$ cat src/rtl/mcod_pkg.sv
// shared types and constants for the matrix chain order block
`default_nettype none

package mcod_pkg;

  localparam int MAX_MATRICES_DEF = 16;
  localparam int DIM_BITS_DEF     = 12;

  localparam int COST_W   = 48;
  localparam int SPLIT_W  = 4;
  localparam int STATUS_W = 2;
  localparam int OUT_TD_W = 56;

  localparam logic [COST_W-1:0] COST_MAX = '1;

  localparam logic [STATUS_W-1:0] ST_OK      = 2'd0;
  localparam logic [STATUS_W-1:0] ST_SHORT   = 2'd1;
  localparam logic [STATUS_W-1:0] ST_TOOMANY = 2'd2;
  localparam logic [STATUS_W-1:0] ST_SAT     = 2'd3;

  typedef enum logic [1:0] {
    RES_SOLVED  = 2'd0,
    RES_SINGLE  = 2'd1,
    RES_SHORT   = 2'd2,
    RES_TOOMANY = 2'd3
  } res_kind_t;

  typedef enum logic [7:0] {
    S_LOAD  = 8'b0000_0001,
    S_CELL0 = 8'b0000_0010,
    S_CELL1 = 8'b0000_0100,
    S_CELL2 = 8'b0000_1000,
    S_STEP  = 8'b0001_0000,
    S_DRAIN = 8'b0010_0000,
    S_WRITE = 8'b0100_0000,
    S_EMIT  = 8'b1000_0000
  } ctl_state_t;

  typedef struct packed {
    logic      dim_we;
    logic      cap_pa;
    logic      cap_pb;
    logic      step_vld;
    logic      step_first;
    logic      zero_lo;
    logic      zero_hi;
    logic      cost_we;
    logic      res_load;
    res_kind_t res_kind;
  } dp_cmd_t;

  typedef struct packed {
    logic res_ready;
    logic pipe_idle;
  } dp_sts_t;

endpackage

`default_nettype wire

$ cat src/rtl/mcod_ctrl.sv
// controller: dimension loading and the length / start / split loop sequencer
`default_nettype none

module mcod_ctrl #(
  parameter int MAX_MATRICES = mcod_pkg::MAX_MATRICES_DEF
) (
  input  logic                              clk,
  input  logic                              rst_n,
  input  logic                              in_tvalid,
  input  logic                              in_tlast,
  output logic                              in_tready,
  output mcod_pkg::dp_cmd_t                 cmd,
  input  mcod_pkg::dp_sts_t                 sts,
  output logic [$clog2(MAX_MATRICES+1)-1:0] dim_addr,
  output logic [2*$clog2(MAX_MATRICES)-1:0] cost_ra0,
  output logic [2*$clog2(MAX_MATRICES)-1:0] cost_ra1,
  output logic [2*$clog2(MAX_MATRICES)-1:0] cost_wa,
  output logic [$clog2(MAX_MATRICES+1)-1:0] step_idx
);
  import mcod_pkg::*;

  localparam int IW     = $clog2(MAX_MATRICES);
  localparam int DIDX_W = $clog2(MAX_MATRICES + 1);
  localparam int CNT_W  = $clog2(MAX_MATRICES + 2);
  localparam logic [CNT_W-1:0]  CNT_FULL = CNT_W'(MAX_MATRICES + 1);
  localparam logic [DIDX_W-1:0] D_ONE    = DIDX_W'(1);

  ctl_state_t        state_r, state_nxt;
  logic [CNT_W-1:0]  cnt_r, cnt_nxt;
  logic              many_r, many_nxt;
  logic [DIDX_W-1:0] n_r, n_nxt;
  logic [DIDX_W-1:0] len_r, len_nxt;
  logic [IW-1:0]     a_r, a_nxt;
  logic [IW-1:0]     k_r, k_nxt;
  logic [1:0]        drain_r, drain_nxt;
  res_kind_t         kind_r, kind_nxt;

  logic              accept, full;
  logic [CNT_W-1:0]  cnt_after;
  logic              many_after;
  logic [DIDX_W-1:0] a_ext, k_ext, b_ext, k1_ext, b1_ext;
  logic [IW-1:0]     b_idx, k1_idx;
  logic              cell_last;

  assign in_tready  = (state_r == S_LOAD);
  assign accept     = in_tvalid && in_tready;
  assign full       = (cnt_r == CNT_FULL);
  assign cnt_after  = full ? cnt_r : cnt_r + CNT_W'(1);
  assign many_after = many_r || full;

  assign a_ext     = DIDX_W'(a_r);
  assign k_ext     = DIDX_W'(k_r);
  assign b_ext     = a_ext + len_r - D_ONE;
  assign k1_ext    = k_ext + D_ONE;
  assign b1_ext    = b_ext + D_ONE;
  assign b_idx     = b_ext[IW-1:0];
  assign k1_idx    = k1_ext[IW-1:0];
  assign cell_last = ((a_ext + len_r) == n_r);

  always_comb begin
    state_nxt = state_r;
    cnt_nxt   = cnt_r;
    many_nxt  = many_r;
    n_nxt     = n_r;
    len_nxt   = len_r;
    a_nxt     = a_r;
    k_nxt     = k_r;
    drain_nxt = drain_r;
    kind_nxt  = kind_r;
    cmd       = '0;
    cmd.res_kind = kind_r;
    dim_addr  = cnt_r[DIDX_W-1:0];
    cost_ra0  = {a_r, k_r};
    cost_ra1  = {k1_idx, b_idx};
    cost_wa   = {a_r, b_idx};
    step_idx  = k1_ext;

    case (state_r)
      S_LOAD: begin
        cmd.dim_we = accept && !full;
        if (accept) begin
          cnt_nxt  = cnt_after;
          many_nxt = many_after;
          if (in_tlast) begin
            cnt_nxt  = '0;
            many_nxt = 1'b0;
            len_nxt  = DIDX_W'(2);
            a_nxt    = '0;
            n_nxt    = DIDX_W'(cnt_after - CNT_W'(1));
            if (many_after) begin
              kind_nxt  = RES_TOOMANY;
              state_nxt = S_EMIT;
            end else if (cnt_after < CNT_W'(2)) begin
              kind_nxt  = RES_SHORT;
              state_nxt = S_EMIT;
            end else if (cnt_after == CNT_W'(2)) begin
              kind_nxt  = RES_SINGLE;
              state_nxt = S_EMIT;
            end else begin
              kind_nxt  = RES_SOLVED;
              state_nxt = S_CELL0;
            end
          end
        end
      end
      S_CELL0: begin
        dim_addr  = a_ext;
        state_nxt = S_CELL1;
      end
      S_CELL1: begin
        cmd.cap_pa = 1'b1;
        dim_addr   = b1_ext;
        state_nxt  = S_CELL2;
      end
      S_CELL2: begin
        cmd.cap_pb = 1'b1;
        k_nxt      = a_r;
        state_nxt  = S_STEP;
      end
      S_STEP: begin
        cmd.step_vld   = 1'b1;
        cmd.step_first = (k_r == a_r);
        cmd.zero_lo    = (k_r == a_r);
        cmd.zero_hi    = (k1_ext == b_ext);
        dim_addr       = k1_ext;
        if (k1_ext == b_ext) begin
          drain_nxt = '0;
          state_nxt = S_DRAIN;
        end else begin
          k_nxt = k_r + IW'(1);
        end
      end
      S_DRAIN: begin
        // wait here until the last split has reached the running minimum
        drain_nxt = drain_r + 2'd1;
        if (drain_r == 2'd2) begin
          state_nxt = S_WRITE;
        end
      end
      S_WRITE: begin
        cmd.cost_we = 1'b1;
        if (cell_last) begin
          if (len_r == n_r) begin
            state_nxt = S_EMIT;
          end else begin
            len_nxt   = len_r + D_ONE;
            a_nxt     = '0;
            state_nxt = S_CELL0;
          end
        end else begin
          a_nxt     = a_r + IW'(1);
          state_nxt = S_CELL0;
        end
      end
      S_EMIT: begin
        if (sts.res_ready) begin
          cmd.res_load = 1'b1;
          state_nxt    = S_LOAD;
        end
      end
      default: begin
        state_nxt = S_LOAD;
      end
    endcase
  end

  always_ff @(posedge clk) begin
    if (!rst_n) begin
      state_r <= S_LOAD;
      cnt_r   <= '0;
      many_r  <= 1'b0;
      drain_r <= '0;
    end else begin
      state_r <= state_nxt;
      cnt_r   <= cnt_nxt;
      many_r  <= many_nxt;
      drain_r <= drain_nxt;
    end
  end

  always_ff @(posedge clk) begin
    n_r    <= n_nxt;
    len_r  <= len_nxt;
    a_r    <= a_nxt;
    k_r    <= k_nxt;
    kind_r <= kind_nxt;
  end

  a_cell_in_chain: assert property (@(posedge clk) disable iff (!rst_n)
    (state_r == S_CELL0 || state_r == S_STEP || state_r == S_WRITE)
      |-> ((a_ext + len_r) <= n_r))
    else $error("cell runs past end of chain");

  a_split_in_cell: assert property (@(posedge clk) disable iff (!rst_n)
    (state_r == S_STEP) |-> (k_ext >= a_ext && k_ext < b_ext))
    else $error("split point outside cell");

  a_count_bound: assert property (@(posedge clk) disable iff (!rst_n)
    cnt_r <= CNT_FULL)
    else $error("dimension count overflow");

  a_write_after_drain: assert property (@(posedge clk) disable iff (!rst_n)
    (state_r == S_WRITE) |-> $past(state_r == S_DRAIN && drain_r == 2'd2))
    else $error("cell written without full drain");

  a_write_pipe_idle: assert property (@(posedge clk) disable iff (!rst_n)
    (state_r == S_WRITE) |-> sts.pipe_idle)
    else $error("cell written while datapath busy");

endmodule

`default_nettype wire

$ cat config.mk
export PLATFORM = sky130hd
export DESIGN_NAME = mcod_ctrl
export DESIGN_NICKNAME = d
export VERILOG_FILES = /design/src/rtl/mcod_pkg.sv /design/src/rtl/mcod_ctrl.sv
export SDC_FILE = /design/constraint.sdc
export NUM_CORES = 1
export LEC_CHECK = 0
export BUFFER_PORTS_ARGS = -buffer_cell sky130_fd_sc_hd__buf_2
export CAP_MARGIN = 20
export CORE_MARGIN = 4
export CORE_UTILIZATION = 50
export CTS_CLUSTER_SIZE = 10
export DETAILED_ROUTE_END_ITERATION = 6
export GPL_TIMING_DRIVEN = 1
export PLACE_DENSITY = 0.87
export SYNTH_ARGS = -nofsm -noshare
export SYNTH_HDL_FRONTEND = slang
export SYNTH_SLANG_ARGS = --single-unit
export TNS_END_PERCENT = 50
$ cat constraint.sdc
create_clock -name clk -period 3 [get_ports clk]
set_input_delay 0.15 -clock clk [delete_from_list [all_inputs] [get_ports clk]]
set_output_delay 0.15 -clock clk [all_outputs]
set_load 0.005 [all_outputs]
==> results.md, run 1 <==
* Top post-synthesis cells by count: nor2_1 (44), xnor2_1 (23), nand2_1 (22)
* Remaining DRCs at 0
* Setup ws final at -0.0552 ns
* Clock Sinks at 36
* All-Layer GR Usage at 19.9%
* Final Cell Area at 3080 um^2
* Placed Area at 2930 um^2
* Min-Delay Endpoint: state_r[0]
* Setup slack, reg-to-reg at 0.17 ns
* CTS tree: done
* Count leader, synth: nor2_1
* Most used flip-flop cell after synthesis: edfxtp_1
* Unrepaired setup endpoints after global routing: true
* Routability cong. at 0.928
* Fin crit period at 3.06 ns
* Outcome: complete, but fails checks
* Area grow syn2layout at 15.6%
* Synth Register Bits at 36
* Post-synth top area share at 22.6%
* Critical Path AT at 2.91 ns
* Synthesized area per cell at 8.78 um^2
* CTS Buf Count at 5
* Root Driver: clkbuf_8
* Die width at 80.9 um
* Final wirelength at 6290 um
* Final Net Count at 368
* First-pass GRT wire length at 10200 um
* Dpl ws at 0.146 ns
* Setup CP Type: reg2out
* # rows at 26
* CTS H-Tree Depth at 2
* Distinct cells, synth at 57
* Share of layout cells above drive strength 1 at 25.1%
* Vias in the first global route at 2285
* Die area at 6550 um^2
* Endpoint class of the critical path: output port
* Number of max-cap violations at 0
* Critical R2R Launch: len_r[0]
* Worst Path Required at 2.85 ns
* Sequential fraction of the synthesis area at 34.6%
* Fmax at 327 MHz
* TNS Setup at -0.0552 ns
* Global route overflow at 0
* I/O pin total at 52
* Hold Path Stages at 2
* # fillers at 465
* Antenna viol nets, final at 0
* Worst min-delay path class: in2reg
* Synth top area cells: edfxtp_1 (23%), dfxtp_1 (12%), xnor2_1 (7.6%)
* Ys async rst share at 0%
* First-pass detailed-route iteration total at 5
* Max-slew violations at 0
* Fin. Hold Viols at 0
* Pwr Density at 636 nW/um^2
* Core area at 5140 um^2
* Worst VDD drop at 0.271 mV
* Final setup vio count at 1
* Initial DRC count at 133
* CTS Hold Bufs at 0
* I/O Buffers at 50
* Chip height at 80.9 um
* Netlist Area Pre-Place at 2660 um^2
* Antenna violations before repair at 0
* Drt wl/cell at 15.0 um
* Critical Path Start Type: register
* Clock Skew at 0.00788 ns
* Normalized max-slew margin at 56.1%
* Yosys warns at 0
* Slew @ Worst Pin at 0.655 ns
* Worst r2r path cells at 9
* Synth area leader: edfxtp_1
* Final period util at 102%
* Worst-path maximum fanout at 4
* Multi-input gate area at 1570 um^2
* N_diodes at 0
* Clk slew on worst S/H paths at 0.08 ns
* Hold_sp: rst_n
* Critical R2R Capture: k_r[3]
* Skew-Pair Late Insertion Delay at 0.29 ns
* PnR Total Power at 1960 uW
* Via Count at 2379
* Failing checks: setup timing
* Largest net degree at the start of global routing at 14
* Clock Tree Buf Depth at 2
* EDFF count, synth at 20
* FF/Latch Area at 921 um^2
* Post-DR vias/cell at 5.66
* Syn Inst Count at 303
* DP Wirelength at 4840 um
* Initial Util at 51.8%
* Post-Syn Nets at 322
* Static Leak at 0.00132 uW
[worst max-delay path by stage]
stage,depth (start not counted),to,startpoint,slack [ns]
after floorplan,9,k_r[0],a_r[0],0.15
after global placement,12,dim_addr[3],a_r[0],0.25
after detailed placement,12,dim_addr[3],len_r[0],0.15
after CTS,12,dim_addr[3],len_r[0],-0.02
after global routing,12,dim_addr[3],len_r[0],-0.17
final,12,dim_addr[3],len_r[0],-0.06
[cell families after synthesis]
family	Yosys count	share of synthesized area [%]
xor gates and xnor gates	41	14.3
muxes	1	0.376
AOI/OAI and AO/OA	55	13.4
adders and majority gates	13	6.40
and+or+nand+nor	118	23.3
buffers and inverters	39	7.67
DFF	36	34.6
[per-stage QoR]
step | util (%) | hold WS [ns] | std cells
5_1_grt | 59.8 | 0.129 | 420
2_1_floorplan | - | 0.348 | 303
3_3_place_gp | 57.1 | 0.422 | 410
6_report | 59.8 | 0.122 | 420
4_1_cts | 59.3 | 0.119 | 419
3_5_place_dp | 57.1 | 0.430 | 410
[worst max-delay path, stage by stage (launching register included)]
cell,delay (ns)
edfxtp_1,0.41
ha_2,0.21
fa_1,0.53
inv_2,0.08
ha_4,0.30
inv_4,0.04
mux2i_1,0.14
a2bb2oi_1,0.17
nor2_1,0.06
xor2_1,0.14
a221oi_1,0.25
a21oi_1,0.11
buf_2,0.16
[layer usage]
metal | share of wire, % | GRT usage (%)
met1 | 42 | 24.0
met2 | 48 | 34.2
met3 | 8.4 | 3.88
met4 | 2.2 | 8.78
met5 | 0 | 0
[final cells by class]
type                       instances  share of cell area [%]
tap                               70                    2.85
multi-input combinational        228                    51.1
sequential                        36                    29.9
clock inverter                     3                   0.610
timing repair buffer              63                    11.3
inverter                          15                    1.91
clock buffer                       5                    2.24
[state kept, by name (all words and copies together), names as in the netlist]
| name | cells |
|---|---|
| kind_r | 2 |
| drain_r | 2 |
| a_r | 4 |
| len_r | 5 |
| n_r | 5 |
| cnt_r | 5 |
| k_r | 4 |
| many_r | 1 |
| state_r | 8 |
[power breakdown]
group,switching [uW],internal [uW]
sequential,72.8,591
combinational,517,432
clock,181,162
[placed cells by master, fill, tap and decap left out, drive strengths merged, types with 4 or more instances in the layout]
cell type	count
xnor2	24
dfxtp	16
a21o	6
buf	63
clkbuf	5
ha	12
nor4	5
nand4b	5
edfxtp	20
a31oi	4
nand3	16
nor2	44
o21ai	13
inv	15
xor2	16
nand2	23
a21oi	15
nor3	6
nand3b	4
[what timing repair did]
action / in CTS / in global routing
hold endpoints to repair: 0 / 0
setup buffers: 1 / 1
endpoints found under the setup margin: 2 / 2
gates resized for setup: 5 / 3
Power figures use the tool's default switching activity.
==> run 2, diff against run 1 <==
clock period = 2.5 ns   (was 3 ns; I/O delays follow)
==> results.md, run 2 (synthesized netlist as in run 1, its figures left out) <==
* Fin crit period at 2.93 ns
* Post-DR vias/cell at 5.65 (-0.18%)
* Normalized max-slew margin at 58.7% (+2.7 points)
* Drt wl/cell at 15.7 um (+5.1%)
* Max FFs per register at 8 (unchanged)
* Outcome: complete, but fails checks
* Remaining DRCs at 0 (unchanged)
* Root Driver: clkbuf_8
* Crit path to: dim_addr[3]
* Commonest non-fill, non-tap cell in the layout: buf_2
* Delay-heaviest family, CP: adder cells
* Hold WS at 0.0956 ns (-0.0265 ns)
* Core area at 5140 um^2 (unchanged)
* Share of layout cells above drive strength 1 at 34.4% (+9.2 points)
* Fmax at 342 MHz
* Critical R2R Capture: state_r[7]
* Worst min-delay path class: in2reg
* Routability cong. at 0.901 (-2.9%)
* Final setup vio count at 22 (+21)
* Static Leak at 0.00149 uW (+13%)
* Skew-Pair Late Insertion Delay at 0.30 ns (about the same)
* CTS H-Tree Depth at 2 (unchanged)
* Levels on crit path at 12 (unchanged)
* Critical R2R Launch: len_r[0]
* Largest Register: state_r
* WP buf/inv at 3 (unchanged)
* Combinational cell fraction of total power at 53.8% (+5.3 points)
* Internal power at 1620 uW (+37%)
* CTS Buf Count at 5 (unchanged)
* Final Net Count at 396 (+7.6%)
* Number of max-cap violations at 0 (unchanged)
* Critical Path Start Type: register
* Critical Path AT at 2.80 ns (-0.11 ns)
* Worst r2r path cells at 12 (+3)
* First-pass detailed-route iteration total at 4 (-1)
* Clock Skew at 0.0115 ns (+0.00365 ns)
* Failing checks: setup timing
* Unrepaired setup endpoints after global routing: true
* Via Count at 2533 (+6.5%)
* Initial Util at 51.8% (unchanged)
* Share of power burned in registers at 29.6% (-4.4 points)
* Final period util at 117%
* Clock Tree Buf Depth at 2 (unchanged)
* Max-slew violations at 0 (unchanged)
* Largest net degree at the start of global routing at 14 (unchanged)
* Global route overflow at 0 (unchanged)
* First-pass GRT wire length at 10800 um (+5.9%)
* Area grow syn2layout at 27.8%
* Fin. Hold Viols at 0 (unchanged)
* Most frequent cells in the layout: buf_2 (50), nor2_1 (42), buf_4 (33), xnor2_1 (21), nand2_1 (21)
* DP Wirelength at 5350 um (+11%)
* Net Switching at 1000 uW (+30%)
* PnR Total Power at 2620 uW (+34%)
* # rows at 26 (unchanged)
* Setup ws final at -0.427 ns (-0.372 ns)
* CP max stage delay at 0.54 ns (about the same)
* Chip height at 80.9 um (unchanged)
* Cell Chain, Critical Path: ha_2 > fa_2 > inv_2 > ha_4 > inv_2 > mux2i_1 > a2bb2oi_1 > nor2_1 > xor2_1 > a221oi_2 > a21oi_1 > buf_2
* CTS tree: done
* Worst Path Required at 2.38 ns (-0.47 ns)
* Vias in the first global route at 2378 (+4.1%)
* Worst-path maximum fanout at 3 (-1)
* Clock power share at 16.6% (-0.9 points)
* Pwr Density at 772 nW/um^2 (+21%)
* Final wirelength at 7050 um (+12%)
* Worst path slowest cell: fa_2
* Slew @ Worst Pin at 0.615 ns (-0.0399 ns)
* Antenna viol nets, final at 0 (unchanged)
* Clock Sinks at 36 (unchanged)
* Most used cell, CP: inv_2
* Placed Cells at 432 (+5.4%)
* Endpoint class of the critical path: output port
* Worst VDD drop at 0.378 mV (+39%)
* Setup slack, reg-to-reg at -0.29 ns (-0.46 ns)
* Antenna violations before repair at 0 (unchanged)
* Initial DRC count at 147 (+11%)
* Die area at 6550 um^2 (unchanged)
* Sw Ratio at 38.3% (-1.2 points)
* Final Non-Filler Cells at 448 (+6.7%)
* Clk slew on worst S/H paths at 0.08 ns (about the same)
* I/O pin total at 52 (unchanged)
* All-Layer GR Usage at 21.3% (+1.4 points)
* N_diodes at 0 (unchanged)
* I/O Buffers at 50 (unchanged)
* Beginning of the critical path: len_r[0]
* Die width at 80.9 um (unchanged)
* Setup CP Type: reg2out
-- run 2: how the worst min path moves through the flow --
| stage | from | end | slack [ns] | cells past startpoint |
|---|---|---|---|---|
| detailed placement | rst_n | state_r[0] | 0.40 | 2 |
| global route | rst_n | state_r[0] | 0.11 | 2 |
| finish | rst_n | state_r[0] | 0.1 | 2 |
| CTS | rst_n | state_r[0] | 0.1 | 2 |
| global placement | rst_n | state_r[0] | 0.40 | 2 |
| floorplan | in_tvalid | many_r | 0.32 | 2 |
-- run 2: area by class of cell --
class | instances | area (um^2)
Clock buffer | 8 | 90.1
Fill cell | 403 | 1740
Inverter | 15 | 56.3
Multi-Input combinational cell | 228 | 1660
Sequential cell | 36 | 921
Tap cell | 70 | 87.6
Timing Repair Buffer | 91 | 588
-- run 2: metrics by stage --
stage / instance area [um^2] / util (%) / setup TNS [ns] / setup slack, ns
finish: 3400 / 66.1 / -5.12 / -0.427
global route: 3400 / 66.1 / -8.16 / -0.573
CTS: 3340 / 65.0 / -4.67 / -0.489
detailed placement: 3140 / 61.1 / -2.71 / -0.232
global placement: 3140 / 61.1 / -0.345 / -0.110
floorplan: 2700 / - / -0.620 / -0.134
-- run 2: metal layers --
layer / global-route usage (%) / routed length [um]
met1: 24.8 / 2740
met2: 38.3 / 3610
met3: 3.99 / 547
met4: 8.61 / 152
met5: 0 / 0
-- run 2: repair_timing --
item                                   in CTS  in global routing
setup buffers                               8                  1
hold buffers                                0                  0
endpoints found under the hold margin       0                  0
setup endpoints to repair                  31                 34
gates resized for setup                    11                 13
pin swaps                                  11                  9
-- run 2: power groups by stage --
stage,registers (uW),logic [uW],clock network [uW]
2_1_floorplan,797,847,0
3_3_place_gp,784,1220,0
3_5_place_dp,789,1260,0
4_1_cts,775,1330,440
5_1_grt,783,1530,461
6_report,776,1410,437
